==> src/csstok_pkg.sv <==
// Shared types and constants for the style-sheet byte tokenizer.
// Used by the front classifier, the item queue, the lexer back end and the top level.
`timescale 1ns / 1ps

package csstok_pkg;

    // Token kinds as seen on the result channel
    localparam logic [3:0] KIND_UNDEF  = 4'd0;
    localparam logic [3:0] KIND_AT     = 4'd1;
    localparam logic [3:0] KIND_LINE   = 4'd2;
    localparam logic [3:0] KIND_CBEGIN = 4'd3;
    localparam logic [3:0] KIND_CEND   = 4'd4;
    localparam logic [3:0] KIND_LBRACE = 4'd5;
    localparam logic [3:0] KIND_RBRACE = 4'd6;
    localparam logic [3:0] KIND_COLON  = 4'd7;
    localparam logic [3:0] KIND_SEMI   = 4'd8;
    localparam logic [3:0] KIND_PAREN  = 4'd9;
    localparam logic [3:0] KIND_STRING = 4'd10;
    localparam logic [3:0] KIND_COMMA  = 4'd11;
    localparam logic [3:0] KIND_COLOUR = 4'd12;
    localparam logic [3:0] KIND_IDENT  = 4'd13;
    localparam logic [3:0] KIND_END    = 4'd14;

    // Characters with special meaning
    localparam logic [7:0] HASH_CHAR    = 8'h23;
    localparam logic [7:0] AT_CHAR      = 8'h40;
    localparam logic [7:0] PERCENT_CHAR = 8'h25;

    // Hex colour digit store
    localparam int         HEX_MAX   = 6;
    localparam logic [2:0] HEX_SHORT = 3'd3;
    localparam logic [2:0] HEX_LONG  = 3'd6;

    // Default depth of the queue between front and back
    localparam int QUEUE_DEPTH = 4;

    // Character class found by the front end
    typedef enum logic [4:0] {
        CH_OTHER   = 5'd0,
        CH_WS      = 5'd1,
        CH_LF      = 5'd2,
        CH_SLASH   = 5'd3,
        CH_STAR    = 5'd4,
        CH_LPAREN  = 5'd5,
        CH_RPAREN  = 5'd6,
        CH_BSLASH  = 5'd7,
        CH_DQUOTE  = 5'd8,
        CH_SQUOTE  = 5'd9,
        CH_HASH    = 5'd10,
        CH_AT      = 5'd11,
        CH_LBRACE  = 5'd12,
        CH_RBRACE  = 5'd13,
        CH_COLON   = 5'd14,
        CH_SEMI    = 5'd15,
        CH_COMMA   = 5'd16,
        CH_PERCENT = 5'd17,
        CH_IDENT   = 5'd18
    } char_code_t;

    // One classified item in the queue
    typedef struct packed {
        logic       last;
        char_code_t code;
        logic       is_hex;
        logic [7:0] data;
    } entry_t;

    // Queue status seen by the back end
    typedef struct packed {
        logic full;
        logic empty;
    } queue_status_t;

endpackage

==> src/csstok_front.sv <==
// Front end of the tokenizer: input handshake and character classification.
// Depends on csstok_pkg; feeds the item queue.
`timescale 1ns / 1ps

module csstok_front (
    input  logic                      s_tvalid,
    output logic                      s_tready,
    input  logic [7:0]                s_tdata,   // [7:0] in_byte
    input  logic                      s_tlast,   // end_of_input
    input  csstok_pkg::queue_status_t q_status,
    output logic                      q_wr,
    output csstok_pkg::entry_t        q_wr_data
);
    import csstok_pkg::*;

    char_code_t code;
    logic       hex;

    // Byte class decoder
    always_comb begin
        unique case (s_tdata) inside
            8'h20, [8'h09:8'h09], [8'h0B:8'h0D]: code = CH_WS;
            8'h0A:                               code = CH_LF;
            8'h2F:                               code = CH_SLASH;
            8'h2A:                               code = CH_STAR;
            8'h28:                               code = CH_LPAREN;
            8'h29:                               code = CH_RPAREN;
            8'h5C:                               code = CH_BSLASH;
            8'h22:                               code = CH_DQUOTE;
            8'h27:                               code = CH_SQUOTE;
            HASH_CHAR:                           code = CH_HASH;
            AT_CHAR:                             code = CH_AT;
            8'h7B:                               code = CH_LBRACE;
            8'h7D:                               code = CH_RBRACE;
            8'h3A:                               code = CH_COLON;
            8'h3B:                               code = CH_SEMI;
            8'h2C:                               code = CH_COMMA;
            PERCENT_CHAR:                        code = CH_PERCENT;
            8'h2D, 8'h2E, [8'h30:8'h39], [8'h41:8'h5A], [8'h61:8'h7A]:
                                                 code = CH_IDENT;
            default:                             code = CH_OTHER;
        endcase
    end

    // Hex digit flag for colour lexing
    assign hex = ((s_tdata >= 8'h30) && (s_tdata <= 8'h39)) ||
                 ((s_tdata >= 8'h41) && (s_tdata <= 8'h46)) ||
                 ((s_tdata >= 8'h61) && (s_tdata <= 8'h66));

    assign s_tready = !q_status.full;
    assign q_wr     = s_tvalid && !q_status.full;

    always_comb begin
        q_wr_data.last   = s_tlast;
        q_wr_data.code   = code;
        q_wr_data.is_hex = hex;
        q_wr_data.data   = s_tdata;
    end

endmodule

==> src/csstok_fifo.sv <==
// Short item queue between the tokenizer front and back ends.
// Depends on csstok_pkg for the entry and status types.
`timescale 1ns / 1ps

module csstok_fifo #(
    parameter int DEPTH = csstok_pkg::QUEUE_DEPTH
) (
    input  logic                      aclk,
    input  logic                      aresetn,
    input  logic                      wr,
    input  csstok_pkg::entry_t        wr_data,
    input  logic                      rd,
    output csstok_pkg::entry_t        rd_data,
    output csstok_pkg::queue_status_t status
);
    import csstok_pkg::*;

    localparam int PTR_W = (DEPTH > 1) ? $clog2(DEPTH) : 1;
    localparam int CNT_W = $clog2(DEPTH + 1);
    localparam logic [PTR_W-1:0] LAST_PTR = PTR_W'(DEPTH - 1);
    localparam logic [CNT_W-1:0] FULL_CNT = CNT_W'(DEPTH);

    entry_t           mem_reg [DEPTH];
    logic [PTR_W-1:0] wr_ptr_reg, wr_ptr_next;
    logic [PTR_W-1:0] rd_ptr_reg, rd_ptr_next;
    logic [CNT_W-1:0] count_reg, count_next;
    logic             do_wr, do_rd;

    assign status.full  = (count_reg == FULL_CNT);
    assign status.empty = (count_reg == '0);
    assign do_wr        = wr && !status.full;
    assign do_rd        = rd && !status.empty;
    assign rd_data      = mem_reg[rd_ptr_reg];

    // Pointer and fill level update
    always_comb begin
        wr_ptr_next = wr_ptr_reg;
        rd_ptr_next = rd_ptr_reg;
        count_next  = count_reg;
        if (do_wr) begin
            wr_ptr_next = (wr_ptr_reg == LAST_PTR) ? '0 : wr_ptr_reg + 1'b1;
        end
        if (do_rd) begin
            rd_ptr_next = (rd_ptr_reg == LAST_PTR) ? '0 : rd_ptr_reg + 1'b1;
        end
        if (do_wr && !do_rd) begin
            count_next = count_reg + 1'b1;
        end else if (do_rd && !do_wr) begin
            count_next = count_reg - 1'b1;
        end
    end

    always_ff @(posedge aclk) begin
        if (!aresetn) begin
            wr_ptr_reg <= '0;
            rd_ptr_reg <= '0;
            count_reg  <= '0;
        end else begin
            wr_ptr_reg <= wr_ptr_next;
            rd_ptr_reg <= rd_ptr_next;
            count_reg  <= count_next;
        end
    end

    // Storage, no reset
    always_ff @(posedge aclk) begin
        if (do_wr) begin
            mem_reg[wr_ptr_reg] <= wr_data;
        end
    end

endmodule

==> src/csstok_back.sv <==
// Back end of the tokenizer: lexer state machine, hex digit store and output register.
// Depends on csstok_pkg; reads classified items from the queue.
`timescale 1ns / 1ps

module csstok_back (
    input  logic                      aclk,
    input  logic                      aresetn,
    input  csstok_pkg::entry_t        head,
    input  csstok_pkg::queue_status_t q_status,
    output logic                      pop,
    output logic                      m_tvalid,
    input  logic                      m_tready,
    output logic [7:0]                m_tdata,   // [7:0] token_byte
    output logic [4:0]                m_tuser,   // [0] byte_valid, [4:1] token_kind
    output logic                      m_tlast    // last_of_token
);
    import csstok_pkg::*;

    typedef enum logic [12:0] {
        M_IDLE       = 13'b0000000000001,
        M_SLASH      = 13'b0000000000010,
        M_STAR       = 13'b0000000000100,
        M_LINE       = 13'b0000000001000,
        M_PAREN      = 13'b0000000010000,
        M_PAREN_ESC  = 13'b0000000100000,
        M_STRING     = 13'b0000001000000,
        M_STRING_ESC = 13'b0000010000000,
        M_HASH       = 13'b0000100000000,
        M_IDENT      = 13'b0001000000000,
        M_FLUSH      = 13'b0010000000000,
        M_COLOUR     = 13'b0100000000000,
        M_FALLBACK   = 13'b1000000000000
    } mode_t;

    mode_t      mode_reg, mode_next;
    logic [7:0] held_byte_reg, held_byte_next;
    logic [3:0] held_kind_reg, held_kind_next;
    logic       held_valid_reg, held_valid_next;
    logic       quote_dbl_reg, quote_dbl_next;
    logic [2:0] hex_count_reg, hex_count_next;
    logic [2:0] idx_reg, idx_next;
    logic [7:0] hex_digits_reg [HEX_MAX];

    logic       out_valid_reg;
    logic [7:0] out_byte_reg;
    logic       out_bv_reg;
    logic [3:0] out_kind_reg;
    logic       out_last_reg;

    logic       slot, go_in, dig_we, emit, e_bv, e_last, quote_hit, seq_last;
    logic [7:0] e_byte, dig;
    logic [3:0] e_kind, punct_kind;
    logic [2:0] rd_idx;

    // Output register can take a result this cycle
    assign slot  = !out_valid_reg || m_tready;
    assign go_in = slot && !q_status.empty;

    // Kind of a single-byte token
    always_comb begin
        unique case (head.code)
            CH_AT:     punct_kind = KIND_AT;
            CH_LBRACE: punct_kind = KIND_LBRACE;
            CH_RBRACE: punct_kind = KIND_RBRACE;
            CH_COLON:  punct_kind = KIND_COLON;
            CH_SEMI:   punct_kind = KIND_SEMI;
            CH_COMMA:  punct_kind = KIND_COMMA;
            default:   punct_kind = KIND_UNDEF;
        endcase
    end

    // Closing quote matches the opening one
    assign quote_hit = quote_dbl_reg ? (head.code == CH_DQUOTE) : (head.code == CH_SQUOTE);

    // Digit store read port
    assign rd_idx   = (mode_reg == M_HASH) ? 3'd0 : idx_reg;
    assign dig      = hex_digits_reg[rd_idx];
    assign seq_last = ((idx_reg + 3'd1) == hex_count_reg);

    // Lexer step: at most one result per cycle
    always_comb begin
        mode_next       = mode_reg;
        held_byte_next  = held_byte_reg;
        held_kind_next  = held_kind_reg;
        held_valid_next = held_valid_reg;
        quote_dbl_next  = quote_dbl_reg;
        hex_count_next  = hex_count_reg;
        idx_next        = idx_reg;
        pop             = 1'b0;
        dig_we          = 1'b0;
        emit            = 1'b0;
        e_byte          = held_byte_reg;
        e_kind          = held_kind_reg;
        e_bv            = 1'b1;
        e_last          = 1'b0;

        unique case (mode_reg)
            M_IDLE: begin
                if (go_in) begin
                    pop = 1'b1;
                    if (head.last) begin
                        // empty end token, back to reset state
                        emit            = 1'b1;
                        e_byte          = 8'd0;
                        e_bv            = 1'b0;
                        e_kind          = KIND_END;
                        e_last          = 1'b1;
                        held_byte_next  = 8'd0;
                        held_kind_next  = KIND_UNDEF;
                        held_valid_next = 1'b0;
                        quote_dbl_next  = 1'b0;
                        hex_count_next  = 3'd0;
                    end else begin
                        case (head.code) inside
                            CH_WS, CH_LF: begin
                            end
                            CH_SLASH: begin
                                held_byte_next  = head.data;
                                held_kind_next  = KIND_UNDEF;
                                held_valid_next = 1'b1;
                                mode_next       = M_SLASH;
                            end
                            CH_STAR: begin
                                held_byte_next  = head.data;
                                held_kind_next  = KIND_UNDEF;
                                held_valid_next = 1'b1;
                                mode_next       = M_STAR;
                            end
                            CH_LPAREN: begin
                                held_byte_next  = head.data;
                                held_kind_next  = KIND_PAREN;
                                held_valid_next = 1'b1;
                                mode_next       = M_PAREN;
                            end
                            CH_DQUOTE, CH_SQUOTE: begin
                                held_byte_next  = head.data;
                                held_kind_next  = KIND_STRING;
                                held_valid_next = 1'b1;
                                quote_dbl_next  = (head.code == CH_DQUOTE);
                                mode_next       = M_STRING;
                            end
                            CH_HASH: begin
                                held_byte_next  = head.data;
                                held_kind_next  = KIND_UNDEF;
                                held_valid_next = 1'b1;
                                hex_count_next  = 3'd0;
                                mode_next       = M_HASH;
                            end
                            CH_IDENT: begin
                                held_byte_next  = head.data;
                                held_kind_next  = KIND_IDENT;
                                held_valid_next = 1'b1;
                                mode_next       = M_IDENT;
                            end
                            default: begin
                                // single-byte token: punctuation or undefined
                                emit   = 1'b1;
                                e_byte = head.data;
                                e_kind = punct_kind;
                                e_last = 1'b1;
                            end
                        endcase
                    end
                end
            end
            M_SLASH: begin
                if (go_in) begin
                    if (!head.last && head.code == CH_SLASH) begin
                        emit           = 1'b1;
                        e_kind         = KIND_LINE;
                        held_byte_next = head.data;
                        held_kind_next = KIND_LINE;
                        mode_next      = M_LINE;
                        pop            = 1'b1;
                    end else if (!head.last && head.code == CH_STAR) begin
                        emit           = 1'b1;
                        e_kind         = KIND_CBEGIN;
                        held_byte_next = head.data;
                        held_kind_next = KIND_CBEGIN;
                        mode_next      = M_FLUSH;
                        pop            = 1'b1;
                    end else begin
                        // lone slash; the byte is lexed again from idle
                        emit            = held_valid_reg;
                        e_last          = 1'b1;
                        held_valid_next = 1'b0;
                        mode_next       = M_IDLE;
                    end
                end
            end
            M_STAR: begin
                if (go_in) begin
                    if (!head.last && head.code == CH_SLASH) begin
                        emit           = 1'b1;
                        e_kind         = KIND_CEND;
                        held_byte_next = head.data;
                        held_kind_next = KIND_CEND;
                        mode_next      = M_FLUSH;
                        pop            = 1'b1;
                    end else begin
                        emit            = held_valid_reg;
                        e_last          = 1'b1;
                        held_valid_next = 1'b0;
                        mode_next       = M_IDLE;
                    end
                end
            end
            M_LINE: begin
                if (go_in) begin
                    if (head.last || head.code == CH_LF) begin
                        // newline is consumed, not part of the comment
                        emit            = held_valid_reg;
                        e_last          = 1'b1;
                        held_valid_next = 1'b0;
                        mode_next       = M_IDLE;
                        pop             = !head.last;
                    end else begin
                        emit           = held_valid_reg;
                        held_byte_next = head.data;
                        pop            = 1'b1;
                    end
                end
            end
            M_PAREN, M_STRING: begin
                if (go_in) begin
                    if (head.last) begin
                        emit            = held_valid_reg;
                        e_last          = 1'b1;
                        held_valid_next = 1'b0;
                        mode_next       = M_IDLE;
                    end else if (head.code == CH_BSLASH) begin
                        mode_next = (mode_reg == M_PAREN) ? M_PAREN_ESC : M_STRING_ESC;
                        pop       = 1'b1;
                    end else begin
                        emit           = held_valid_reg;
                        held_byte_next = head.data;
                        pop            = 1'b1;
                        // closing byte: hold it, then flush it from the flush state
                        if ((mode_reg == M_PAREN && head.code == CH_RPAREN) ||
                            (mode_reg == M_STRING && quote_hit)) begin
                            mode_next = M_FLUSH;
                        end
                    end
                end
            end
            M_PAREN_ESC, M_STRING_ESC: begin
                if (go_in) begin
                    if (head.last) begin
                        // dangling backslash is dropped
                        emit            = held_valid_reg;
                        e_last          = 1'b1;
                        held_valid_next = 1'b0;
                        mode_next       = M_IDLE;
                    end else begin
                        emit           = held_valid_reg;
                        held_byte_next = head.data;
                        mode_next      = (mode_reg == M_PAREN_ESC) ? M_PAREN : M_STRING;
                        pop            = 1'b1;
                    end
                end
            end
            M_HASH: begin
                if (go_in) begin
                    if (!head.last && head.is_hex && hex_count_reg < HEX_LONG) begin
                        dig_we         = 1'b1;
                        hex_count_next = hex_count_reg + 3'd1;
                        pop            = 1'b1;
                    end else if ((head.last || !head.is_hex) &&
                                 (hex_count_reg == HEX_SHORT || hex_count_reg == HEX_LONG)) begin
                        // colour: '#' now, digits from the store next
                        emit            = 1'b1;
                        e_byte          = HASH_CHAR;
                        e_kind          = KIND_COLOUR;
                        held_valid_next = 1'b0;
                        idx_next        = 3'd0;
                        mode_next       = M_COLOUR;
                    end else begin
                        // fallback: '#' alone, digits become an identifier
                        emit   = 1'b1;
                        e_byte = HASH_CHAR;
                        e_kind = KIND_UNDEF;
                        e_last = 1'b1;
                        if (hex_count_reg == 3'd0) begin
                            held_valid_next = 1'b0;
                            mode_next       = M_IDLE;
                        end else begin
                            held_byte_next  = dig;
                            held_kind_next  = KIND_IDENT;
                            held_valid_next = 1'b1;
                            idx_next        = 3'd1;
                            if (hex_count_reg == 3'd1) begin
                                hex_count_next = 3'd0;
                                mode_next      = M_IDENT;
                            end else begin
                                mode_next = M_FALLBACK;
                            end
                        end
                    end
                end
            end
            M_COLOUR: begin
                if (slot) begin
                    emit     = 1'b1;
                    e_byte   = dig;
                    e_kind   = KIND_COLOUR;
                    e_last   = seq_last;
                    idx_next = idx_reg + 3'd1;
                    if (seq_last) begin
                        hex_count_next = 3'd0;
                        mode_next      = M_IDLE;
                    end
                end
            end
            M_FALLBACK: begin
                if (slot) begin
                    emit           = held_valid_reg;
                    held_byte_next = dig;
                    idx_next       = idx_reg + 3'd1;
                    if (seq_last) begin
                        hex_count_next = 3'd0;
                        mode_next      = M_IDENT;
                    end
                end
            end
            M_IDENT: begin
                if (go_in) begin
                    if (!head.last && (head.code == CH_IDENT || head.code == CH_PERCENT)) begin
                        emit           = held_valid_reg;
                        held_byte_next = head.data;
                        pop            = 1'b1;
                    end else begin
                        emit            = held_valid_reg;
                        e_last          = 1'b1;
                        held_valid_next = 1'b0;
                        mode_next       = M_IDLE;
                    end
                end
            end
            M_FLUSH: begin
                if (slot) begin
                    emit            = held_valid_reg;
                    e_last          = 1'b1;
                    held_valid_next = 1'b0;
                    mode_next       = M_IDLE;
                end
            end
            default: begin
                mode_next = M_IDLE;
            end
        endcase
    end

    // Control state
    always_ff @(posedge aclk) begin
        if (!aresetn) begin
            mode_reg       <= M_IDLE;
            held_valid_reg <= 1'b0;
            held_kind_reg  <= KIND_UNDEF;
            held_byte_reg  <= 8'd0;
            quote_dbl_reg  <= 1'b0;
            hex_count_reg  <= 3'd0;
            idx_reg        <= 3'd0;
            out_valid_reg  <= 1'b0;
        end else begin
            mode_reg       <= mode_next;
            held_valid_reg <= held_valid_next;
            held_kind_reg  <= held_kind_next;
            held_byte_reg  <= held_byte_next;
            quote_dbl_reg  <= quote_dbl_next;
            hex_count_reg  <= hex_count_next;
            idx_reg        <= idx_next;
            if (emit) begin
                out_valid_reg <= 1'b1;
            end else if (m_tready) begin
                out_valid_reg <= 1'b0;
            end
        end
    end

    // Payload: output register and digit store
    always_ff @(posedge aclk) begin
        if (emit) begin
            out_byte_reg <= e_byte;
            out_bv_reg   <= e_bv;
            out_kind_reg <= e_kind;
            out_last_reg <= e_last;
        end
        if (dig_we) begin
            hex_digits_reg[hex_count_reg] <= head.data;
        end
    end

    assign m_tvalid = out_valid_reg;
    assign m_tdata  = out_byte_reg;
    assign m_tuser  = {out_kind_reg, out_bv_reg};
    assign m_tlast  = out_last_reg;

endmodule

==> src/css_byte_tokenizer.sv <==
// Top level of the style-sheet byte tokenizer: front classifier, item queue, lexer back end.
// Depends on csstok_pkg, csstok_front, csstok_fifo and csstok_back.
//
// Usage:
//   Input channel s_*: one text byte per item in s_tdata[7:0]; s_tlast marks the
//   end of text (the byte is then ignored). Result channel m_*: one token byte per
//   item in m_tdata[7:0], m_tuser[0] = byte valid, m_tuser[4:1] = token kind,
//   m_tlast = last byte of the token. End of text gives pending tokens, then an
//   empty end token (byte valid 0, kind end).
// Timing:
//   Bytes are classified on entry and go through a FIFO_DEPTH-entry queue. The
//   lexer back end handles one queued byte per cycle while the output register can
//   take a result and it is not flushing or emitting stored digits, and drives at
//   most one result per cycle into the output register. A byte that closes an open
//   token is lexed again from idle; a closing bracket, quote or comment-begin/-end
//   pair passes through the flush state; a hex colour or fallback steps through its
//   stored digits (up to 6). Each byte is queued, then lexed into the output register.
// Reset and stall:
//   aresetn (synchronous, active low) empties the queue and returns the lexer to
//   idle between tokens. When m_tready is low the result is held; the lexer stops
//   and the queue fills, after which s_tready drops.
`timescale 1ns / 1ps

module css_byte_tokenizer #(
    parameter int FIFO_DEPTH = csstok_pkg::QUEUE_DEPTH
) (
    input  logic       aclk,
    input  logic       aresetn,
    input  logic       s_tvalid,
    output logic       s_tready,
    input  logic [7:0] s_tdata,   // [7:0] in_byte
    input  logic       s_tlast,   // end_of_input
    output logic       m_tvalid,
    input  logic       m_tready,
    output logic [7:0] m_tdata,   // [7:0] token_byte
    output logic [4:0] m_tuser,   // [0] byte_valid, [4:1] token_kind
    output logic       m_tlast    // last_of_token
);
    import csstok_pkg::*;

    logic          q_wr, q_rd;
    entry_t        q_wr_data, q_head;
    queue_status_t q_status;

    csstok_front u_front (
        .s_tvalid  (s_tvalid),
        .s_tready  (s_tready),
        .s_tdata   (s_tdata),
        .s_tlast   (s_tlast),
        .q_status  (q_status),
        .q_wr      (q_wr),
        .q_wr_data (q_wr_data)
    );

    csstok_fifo #(
        .DEPTH (FIFO_DEPTH)
    ) u_fifo (
        .aclk    (aclk),
        .aresetn (aresetn),
        .wr      (q_wr),
        .wr_data (q_wr_data),
        .rd      (q_rd),
        .rd_data (q_head),
        .status  (q_status)
    );

    csstok_back u_back (
        .aclk     (aclk),
        .aresetn  (aresetn),
        .head     (q_head),
        .q_status (q_status),
        .pop      (q_rd),
        .m_tvalid (m_tvalid),
        .m_tready (m_tready),
        .m_tdata  (m_tdata),
        .m_tuser  (m_tuser),
        .m_tlast  (m_tlast)
    );

    // Only the end token carries no byte, and it always closes
    a_end_token: assert property (@(posedge aclk) disable iff (!aresetn)
        (m_tvalid && !m_tuser[0]) |-> (m_tuser[4:1] == KIND_END && m_tlast))
        else $error("result without byte is not a closing end token");

    // No kind code beyond the end token
    a_kind_range: assert property (@(posedge aclk) disable iff (!aresetn)
        m_tvalid |-> (m_tuser[4:1] <= KIND_END))
        else $error("token kind out of range");

    // A write without a pop leaves the queue non-empty in the next cycle
    a_queue_fill: assert property (@(posedge aclk) disable iff (!aresetn)
        (q_wr && !q_rd) |=> !q_status.empty)
        else $error("queue lost a written item");

    // Back end never pops an empty queue
    a_no_underflow: assert property (@(posedge aclk) disable iff (!aresetn)
        q_rd |-> !q_status.empty)
        else $error("pop from empty queue");

endmodule
==> config.mk <==
export PLATFORM = sky130hd
export DESIGN_NAME = css_byte_tokenizer
export DESIGN_NICKNAME = d
export VERILOG_FILES = /design/src/csstok_pkg.sv /design/src/csstok_front.sv /design/src/csstok_fifo.sv /design/src/csstok_back.sv /design/src/css_byte_tokenizer.sv
export SDC_FILE = /design/constraint.sdc
export NUM_CORES = 1
export LEC_CHECK = 0
export BUFFER_PORTS_ARGS = -buffer_cell sky130_fd_sc_hd__buf_2
export CORE_MARGIN = 4
export CORE_UTILIZATION = 32
export CTS_CLUSTER_SIZE = 28
export DETAILED_ROUTE_END_ITERATION = 6
export PLACE_DENSITY_LB_ADDON = 0.2
export SYNTH_ARGS = -nofsm -noshare
export SYNTH_HDL_FRONTEND = slang
export SYNTH_SLANG_ARGS = --single-unit
export TNS_END_PERCENT = 5
==> constraint.sdc <==
create_clock -name aclk -period 4.1 [get_ports aclk]
set_clock_uncertainty 0.05 [all_clocks]
set_input_delay 0.615 -clock aclk [delete_from_list [all_inputs] [get_ports aclk]]
set_output_delay 0.615 -clock aclk [all_outputs]
set_load 0.02 [all_outputs]
=== Word-level counts from Yosys, hierarchy flattened ===
Memories as Yosys holds them, arrays and structs flattened. A register that Yosys moved wholly into a read port is not among the register bits.
Index checks and enable logic that the tools add are counted.

* Memory bits (read-only): 0
* Bits in latches: 0
* Output and inout port bits: 16
* Memories: 2
* Register bits after elaboration: 55
* Memory bits (writable): 108

{| class="wikitable"
|+ Memory list
! name !! depth !! width !! read ports !! clocked after memory_dff !! write ports !! line !! source
|-
| u_fifo.mem_reg || 4 || 15 || 1 || 1 || 1 || csstok_fifo.sv:23 || <nowiki>entry_t mem_reg [DEPTH];</nowiki>
|-
| u_back.hex_digits_reg || 6 || 8 || 1 || 0 || 1 || csstok_back.sv:42 || <nowiki>logic [7:0] hex_digits_reg [HEX_MAX];</nowiki>
|}

* Equality and inequality tests: 108
* Divide/modulo/power cells: 0
* Mux-type cells: 236
* Multiply operators: 0
* Add/sub/neg operators: 6
* Shifts and indexed selects: 0
* Magnitude comparators: 13
* Reduce and logical (&&, ||, !) cells: 64
* Bitwise logic cells: 0

{| class="wikitable"
|+ Operators by type and width
! operator !! count
|-
| $mux 13 || 32
|-
| $mux 8 || 40
|-
| $pmux 13 s11 || 1
|-
| $mux 4 || 31
|-
| $eq 8x6->1 const B || 14
|-
| $mux 1 || 90
|-
| $pmux 5 s18 || 1
|-
| $pmux 8 s9 || 1
|-
| $mux 3 || 23
|-
| $ne 2x1->1 const B || 24
|-
| $eq 5x4->1 const B || 8
|-
| $eq 8x7->1 const B || 4
|-
| $le 8x7->1 const B || 4
|-
| $ne 2x2->1 const B || 13
|-
| $pmux 4 s6 || 1
|-
| $pmux 8 s3 || 1
|-
| $mux 11 || 2
|-
| $logic_and 1x1->1 || 21
|-
| $reduce_and 21->1 || 1
|-
| $eq 5x3->1 const B || 4
|-
| $pmux 4 s5 || 1
|-
| $reduce_and 20->1 || 1
|-
| $reduce_and 18->1 || 1
|-
| $ge 8x4->1 const B || 2
|-
| 61 further kinds || 106
|}

=== Depth between registers and ports, before layout ===
Gate-level depths: netlist of run 1.

* Depth in word-level cells: 12
* Mapped depth: 15

=== Modules after synthesis ===
Synthesis of run 1 repeated with hierarchy kept, for this count alone.

* Cell total of the unflattened synthesis: 906
* Area total of the unflattened synthesis: 9534.1 µm²

{| class="wikitable"
|+ By module, submodules not included
! module !! seq. area each (µm²) !! times used !! area an instance (µm²) !! cells each
|-
| csstok_back || 2542.4 || 1 || 6266.0 || 686
|-
| csstok_fifo || 1981.9 || 1 || 2665.1 || 129
|-
| csstok_front || 0.0 || 1 || 603.1 || 91
|}

=== Worst setup path after synthesis of run 1 ===
OpenSTA, ideal clock, no wires.

* Path kind: reg-to-reg
* Start point: register u_back.mode_reg[1]
* End point: register u_fifo.count_reg[2]
* Path slack: 467 ps
* Arrival time: 3512 ps
* Required time: 3979 ps
* Setup time: 71 ps
* Path buffers: 2
* Stages on the path, launching flop included: 16
* Cells stage by stage: dfxtp_1 buf_2 or4_1 or4_1 buf_2 o31ai_2 o21ai_1 o221a_2 a311oi_2 inv_1 ha_1 inv_1 fa_1 xor2_1 or3_1 a21oi_1

* Cells in the longest elaborated chain, start to end: 7
* Elaborated cells on any way between the ends: 18
* Those cells by class: eq/ne: 10; mux: 2; reduce/logical: 6

{| class="wikitable"
|+ Ends and longest elaborated chain
! item !! line !! source
|-
| start: declaration || csstok_back.sv:35 || <nowiki>mode_t mode_reg, mode_next;</nowiki>
|-
| start signal: assignment || csstok_back.sv:365 || <nowiki>mode_reg <= mode_next;</nowiki>
|-
| $eq 13x8->1, or another cell as far along || csstok_back.sv:97 || <nowiki>unique case (mode_reg)</nowiki>
|-
| $reduce_or 4->1 (no line) || - ||
|-
| $pmux 1 s7 (*) || csstok_back.sv:97 ||
|-
| $logic_and 1x1->1 (*) || csstok_fifo.sv:32 || <nowiki>assign do_rd = rd && !status.empty;</nowiki>
|-
| $logic_not 1->1 || csstok_fifo.sv:46 || <nowiki>if (do_wr && !do_rd) begin</nowiki>
|-
| $logic_and 1x1->1 || csstok_fifo.sv:46 ||
|-
| $mux 3 or $reduce_bool 2->1 (tied branches) || - ||
|-
| end signal: assignment || csstok_fifo.sv:61 || <nowiki>count_reg <= count_next;</nowiki>
|-
| end: declaration || csstok_fifo.sv:26 || <nowiki>logic [CNT_W-1:0] count_reg, count_next;</nowiki>
|}

Mark *: on every way between the ends. The rest lies on a longest branch, timed or not.
A chain may end at the register's enable or synchronous reset.

=== Worst setup path after layout of run 1 ===
* Start point: register u_back.mode_reg[0]
* End point: register u_fifo.count_reg[2]

The elaborated chain is that of the path after synthesis.

==> impl_results.md, run 1 <==
* Status: finished, violations left
* Failing checks: DRC
* Period minus WS final at ~3.9 ns
* Critical path class: flop to flop
* Largest net degree at the start of global routing at 38
* Synth cell types at ~80
* Clk sinks at 165
* Clk pwr share at 23.3%
* CTS tree: built
* Detailed-route via count at 7249
* Hold Violations, Final at 0
* Crit-path max FO at 12
* Number of global-route vias before repair at 6876
* Detailed Route WL at 25600 µm
* Crit path from: u_back.mode_reg[0]
* Longest Clk Path Bufs at 2
* RR Endpoint: u_fifo.count_reg[2]
* Arr. time, crit path at 4.26 ns
* Total of max-cap violations at 0
* Die X at about 180 µm
* RSZ-0062 raised after global routing: false
* Die height at between 150 and 200 µm
* Startpoint Class: flop
* First-pass GRT wire length at between 40000 and 50000 µm
* DRT iter0 DRCs at 789
* Hpwl dp at about 18000 µm
* Routed Antenna Nets at 0
* Initial core utilization at 32.5%
* Final setup margin at between 0.15 and 0.2 ns
* P_int at 4.27 mW
* Post-Route Setup TNS at 0 ns
* CTS Hold Buffers Added at 0
* Pwr per Cell Area at a little under 700 nW/µm²
* WP data required at around 4.4 ns
* # nets final at 930
* Filler cell count at 2750
* Final core utilization at between 30 and 40%
* DR vias/cell at 5.59
* Grt total ovfl at 0
* RePlAce Congestion at between 0.9 and 1
* Pre-antenna DRT Iters at 7
* Mapped Area at approximately 9000 µm²
* Initial antenna violation count at 0
* Routed WL per cell at 19.8 µm
* Clk root buf: clkbuf_16
* EDFF count, synth at ~120
* Crit end category: flop
* Lkg Pwr at 3.62 nW
* Top Ports at 29
* Sequential share of the synthesized area at around half
* Commonest register cell after synthesis: edfxtp_1
* Reg2reg start: u_back.mode_reg[0]
* HP Class: primary input to flop
* Max Clk Rate at 0.253 GHz
* Port Buffer Count at 28
* Row Count at 61
* Synth Register Bits at about 170
* Seq pwr share at between 30% and 40%
* R2R depth at 13
* Post-Syn Instances at ~870
* Final setup viols at 0
* H-tree levels at 4
* Layout cells sized above 1 at 16.2%
* Latest clock arrival within the worst-skew pair at ~0.44 ns
* Pre-CTS setup slack at around 0.26 ns
* Peak supply drop at around 0.00033 V
* Die area at 31000 µm²
* GRT Total Usage at 16.7%
* Largest register FFs at 60
* Logic pwr share at 44.8%
* Area growth, synth to finish at 14.9%
* Synthesized Nets at 891
* Slew margin rel. at 37.5%
* Final Cycle Share at 96.3%
* Cts bufs inserted at 17
* Yosys Warn Count at 0
* Critical path destination: u_fifo.count_reg[2]
* Core area at 27800 µm²
* Reg2reg setup slack at 0.15 ns
* Worst-margin pin slew at 0.937 ns
* Syn_area_per_cell at about 10 µm²
* FFs w/ async S/R, synth at 0%
* Net Sw Frac at 40.6%
* Max Slew Vio Count at 0
* DR DRC count at 2
* Net Switching at 2.92 mW
* Clock slew at reported path FFs at 0.07 ns
* N_diodes at 0
## power by group through the flow
stage	logic (mW)	registers, mW	clock network (mW)
finish	3.22	2.30	1.67
global route	3.45	2.33	1.78
CTS	3.16	2.30	1.71
detailed placement	3.14	2.33	0
global placement	3.15	2.33	0
floorplan	2.08	2.38	0
## timing repair
| item | 4_1_cts | 5_1_grt |
|---|---|---|
| endpoints found under the hold margin | 0 | 0 |
| gates resized for setup | 0 | 1 |
| setup endpoints to repair | 0 | 1 |
| setup buffers | 0 | 0 |
## Yosys cell counts (19+ instances only)
cell type / instances / area, µm²
mux2i_1: 35 / 350
clkbuf_1: 42 / 158
edfxtp_1: 122 / 3660
nand3_1: 22 / 110
nand2_1: 77 / 289
nor4_1: 19 / 119
nor2b_1: 22 / 138
a21oi_1: 47 / 235
nor2_1: 89 / 334
nor3_1: 25 / 125
o21ai_0: 30 / 150
dfxtp_1: 43 / 861
## worst max-delay path: stages, from the launching register on
cell and delay (ns):
dfxtp_1 0.41, or4_1 0.63, or4_1 0.47, o31ai_2 0.43, o21ai_1 0.12, o221a_2 0.14, a311oi_2 0.48, inv_1 0.09
ha_1 0.24, inv_1 0.08, fa_1 0.19, xor2_1 0.08, or3_1 0.31, a21oi_1 0.14
## stage by stage
| step | std cells | total power, mW | cell area [µm²] | hold WS, ns |
|---|---|---|---|---|
| floorplan | 866 | 4.46 | 9030 | 0.429 |
| global placement | 1264 | 5.48 | 9770 | 0.456 |
| detailed placement | 1264 | 5.48 | 9770 | 0.456 |
| CTS | 1296 | 7.17 | 10400 | 0.336 |
| global route | 1296 | 7.56 | 10400 | 0.347 |
| finish | 1296 | 7.18 | 10400 | 0.355 |
## layout by cell type, fill, tap and decap left out, types with 11 or more instances in the layout
cell type and instances:
a211oi_1 14, a21oi_1 47, buf_2 28, buf_4 47, clkbuf_16 17, dfxtp_1 42, edfxtp_1 122, ha_1 11
inv_1 16, mux2i_1 35, mux4_2 14, nand2_1 77, nand3_1 22, nand4_1 11, nor2_1 89, nor2b_1 22
nor3_1 25, nor4_1 19, o211ai_1 13, o21ai_0 30, or4_1 12
## kinds of logic (layout without fill, tap and decap cells)
| family | Yosys count | count (layout) | share of synthesized area (%) |
|---|---|---|---|
| buffers and inverters | 72 | 124 | 3.26 |
| AOI/OAI and AO/OA | 198 | 198 | 15.2 |
| adders and majority gates | 12 | 12 | 1.75 |
| muxes | 54 | 54 | 7.99 |
| and+or+nand+nor | 349 | 349 | 20.1 |
| xor gates and xnor gates | 16 | 16 | 1.55 |
| DFF | 165 | 165 | 50.1 |
## how the worst min path moves through the flow
| stage | start | end | slack [ns] | depth (start not counted) |
|---|---|---|---|---|
| 6_report | s_tlast | u_fifo.mem_reg[2][14] | 0.36 | 1 |
| 5_1_grt | s_tlast | u_fifo.mem_reg[2][14] | 0.35 | 1 |
| 4_1_cts | s_tlast | u_fifo.mem_reg[3][14] | 0.34 | 1 |
| 3_5_place_dp | u_back.held_byte_reg[7] | u_back.held_byte_reg[7] | 0.46 | 2 |
| 3_3_place_gp | u_fifo.count_reg[2] | u_fifo.count_reg[2] | 0.46 | 2 |
| 2_1_floorplan | u_fifo.count_reg[2] | u_fifo.count_reg[2] | 0.43 | 2 |
## layer usage
metal / global-route usage [%] / up-vias / wire (µm)
li1: - / 3422 / -
met1: 23.7 / 3495 / 11500
met2: 25.2 / 271 / 11300
met3: 3.04 / 61 / 1840
met4: 6.82 / 0 / 1010
met5: 0 / - / 0
## layout make-up
class | count | area [µm²] | area share, %
inverter | 17 | 63.8 | 0.615
timing repair buffer | 75 | 493 | 4.75
clock buffer | 18 | 429 | 4.13
clock inverter | 14 | 184 | 1.77
multi-input combinational | 629 | 4210 | 40.6
sequential | 165 | 4530 | 43.6
tap | 378 | 473 | 4.56
Note: power is estimated with default switching activity, not from simulation.
==> inputs of run 2 (changes only) <==
Settings changed: MAX_ROUTING_LAYER set to met4.
Clock period 4.1 ns to 4.9 ns, I/O delays scaled along.
==> run 2 against run 1 <==
  * Routed wire length down 1.4%
  * Largest cell class unchanged
  * Global-route usage up 0.14 points
  * Cell count down 1.7%
  * The run still ends with DRC left
  * Critical endpoint unchanged
  * Utilization down 0.69 points
==> impl_results.md, run 2 (synthesis gave the netlist of run 1 again) <==
* RePlAce Congestion at 1.01 (+4.3%)
* Die area at 31000 µm² (unchanged)
* Final setup margin at 0.799 ns (+0.649 ns)
* Total of max-cap violations at 0 (unchanged)
* R2R depth at 13 (unchanged)
* CTS tree: built
* Crit-path max FO at 12 (unchanged)
* Hold Path Cell Cnt at 2 (+1)
* Max Clk Rate at 0.244 GHz (-3.7%)
* Layout Cell Area excl Fill at 10200 µm² (-1.9%)
* Row Count at 61 (unchanged)
* Routed WL per cell at 19.8 µm (+0.27%)
* Peak supply drop at 0.000251 V (-24%)
* H-tree levels at 4 (unchanged)
* Dpl cell area at 9600 µm² (-1.8%)
* Initial core utilization at 32.5% (unchanged)
* # nets final at 907 (-2.5%)
* Reg2reg start: u_back.mode_reg[0]
* Critical path class: flop to flop
* CTS Hold Buffers Added at 0 (unchanged)
* Number of gates resized after cts at 0 (unchanged)
* GRT Total Usage at 16.8% (+0.14 points)
* DR vias/cell at 5.56 (-0.55%)
* Status: finished, violations left
* Max Slew Vio Count at 0 (unchanged)
* Number of global-route vias before repair at 6717 (-2.3%)
* Hpwl dp at 17900 µm (-2.9%)
* Startpoint Class: flop
* Largest register FFs at 60 (unchanged)
* Final Cycle Share at 83.7% (-13 points)
* DR DRC count at 3 (+1)
* Port Buffer Count at 28 (unchanged)
* Lkg Pwr at 3.49 nW (-3.6%)
* Hold Violations, Final at 0 (unchanged)
* Pwr per Cell Area at 574 nW/µm² (-17%)
* Core area at 27800 µm² (unchanged)
* WP data required at 5.20 ns (+0.79 ns)
* Cts bufs inserted at 17 (unchanged)
* Initial antenna violation count at 1 (+1)
* RSZ-0062 raised after global routing: false
* Beginning of the worst hold path: u_back.held_byte_reg[7]
* Pre-CTS setup slack at 0.843 ns (+0.580 ns)
* Clk root buf: clkbuf_16
* Die height at 176 µm (unchanged)
* Failing checks: DRC
* DRT iter0 DRCs at 725 (-8.1%)
* Final setup viols at 0 (unchanged)
* Endpoint, Worst Hold: u_back.held_byte_reg[7]
* Largest net degree at the start of global routing at 38 (unchanged)
* Power Total at 5.84 mW (-19%)
* Post-Route Setup TNS at 0 ns (unchanged)
* Most frequent cells in the layout: 122 x edfxtp_1, 89 x nor2_1, 77 x nand2_1
* Latest clock arrival within the worst-skew pair at 0.43 ns (about the same)
* Detailed-route via count at 7087 (-2.2%)
* Top Ports at 29 (unchanged)
* Area growth, synth to finish at 12.8%
* First-pass GRT wire length at 39800 µm (-1.6%)
* Crit path from: u_back.mode_reg[0]
* Grt total ovfl at 0 (unchanged)
* Longest Clk Path Bufs at 2 (unchanged)
* Pre-antenna DRT Iters at 7 (unchanged)
* Filler cell count at 2766 (+0.58%)
* Slew margin rel. at 37.6% (+0.042 points)
* Layout cells sized above 1 at 13.9% (-2.4 points)
* Post-CTS Setup Inserts at 0 (unchanged)
* Detailed Route WL at 25300 µm (-1.4%)
* Commonest non-fill, non-tap cell in the layout: edfxtp_1
* Clock slew at reported path FFs at 0.07 ns (about the same)
* Arr. time, crit path at 4.40 ns (+0.14 ns)
* Worst-margin pin slew at 0.937 ns (-0.000629 ns)
* Routed Antenna Nets at 0 (unchanged)
* Crit end category: flop
* Period minus WS final at 4.10 ns (+0.151 ns)
* RR Endpoint: u_fifo.count_reg[2]
* Reg2reg setup slack at 0.80 ns (+0.65 ns)
* HP Class: flop to flop
* Die X at 176 µm (unchanged)
* Clk sinks at 165 (unchanged)
-- run 2: cell count changes in the layout (fill, tap and decap cells not counted) --
cell	change
buf_4	-23
inv_6	-2
clkbuf_1	-1
clkinv_4	+1
clkinv_2	-1
clkinvlp_4	+1
diode_2	+1
dfxtp_2	-1
dfxtp_1	+1
inv_8	+1
clkinv_1	+2
bufinv_16	-1
-- run 2: worst max-delay path by stage --
stage / depth (start not counted) / to
2_1_floorplan: 15 / u_fifo.count_reg[2]
3_3_place_gp: 13 / u_fifo.count_reg[2]
3_5_place_dp: 9 / u_back.held_byte_reg[7]
4_1_cts: 9 / u_back.held_byte_reg[7]
5_1_grt: 9 / u_back.held_byte_reg[7]
6_report: 13 / u_fifo.count_reg[2]
-- run 2: cell type report --
cell class	instances	area, µm²	share of cell area, %
flip-flops and latches	165	4520	44.4
clock buffers	17	425	4.17
well taps	378	473	4.64
inverters	17	63.8	0.626
clock inverters	15	166	1.63
repair buffers	52	320	3.14
multi-input cells	629	4210	41.4
diodes	1	2.50	0.0246
-- run 2: critical path, stage by stage, from the launching register on --
cell	delay [ns]
dfxtp_1	0.41
or4_1	0.61
or4_1	0.60
o31ai_2	0.57
o21ai_1	0.14
o221a_2	0.14
a311oi_2	0.43
inv_1	0.09
ha_1	0.23
inv_1	0.07
fa_1	0.17
xor2_1	0.07
or3_1	0.30
a21oi_1	0.13
-- run 2: stage by stage --
stage          cells  hold slack (ns)  util, %
5_1_grt         1274            0.486     36.7
4_1_cts         1273            0.471     36.7
3_5_place_dp    1241            0.461     34.5
3_3_place_gp    1241            0.462     34.5
2_1_floorplan    866            0.429        -
6_report        1274            0.469     36.7
-- run 2: report_power, final --
group / total [mW] / internal, mW / switching [mW] / leakage (nW)
combinational: 2.56 / 0.899 / 1.66 / 1.72
sequential: 1.94 / 1.81 / 0.124 / 1.48
clock: 1.35 / 0.725 / 0.624 / 0.286
-- run 2: metal layers --
layer  routed length (µm)  track usage [%]  up-vias
li1                     -                -     3357
met1                11800             23.8     3426
met2                11300             24.7      264
met3                 1650             3.19       40
met4                  522             5.13        0
met5                    0                -        -
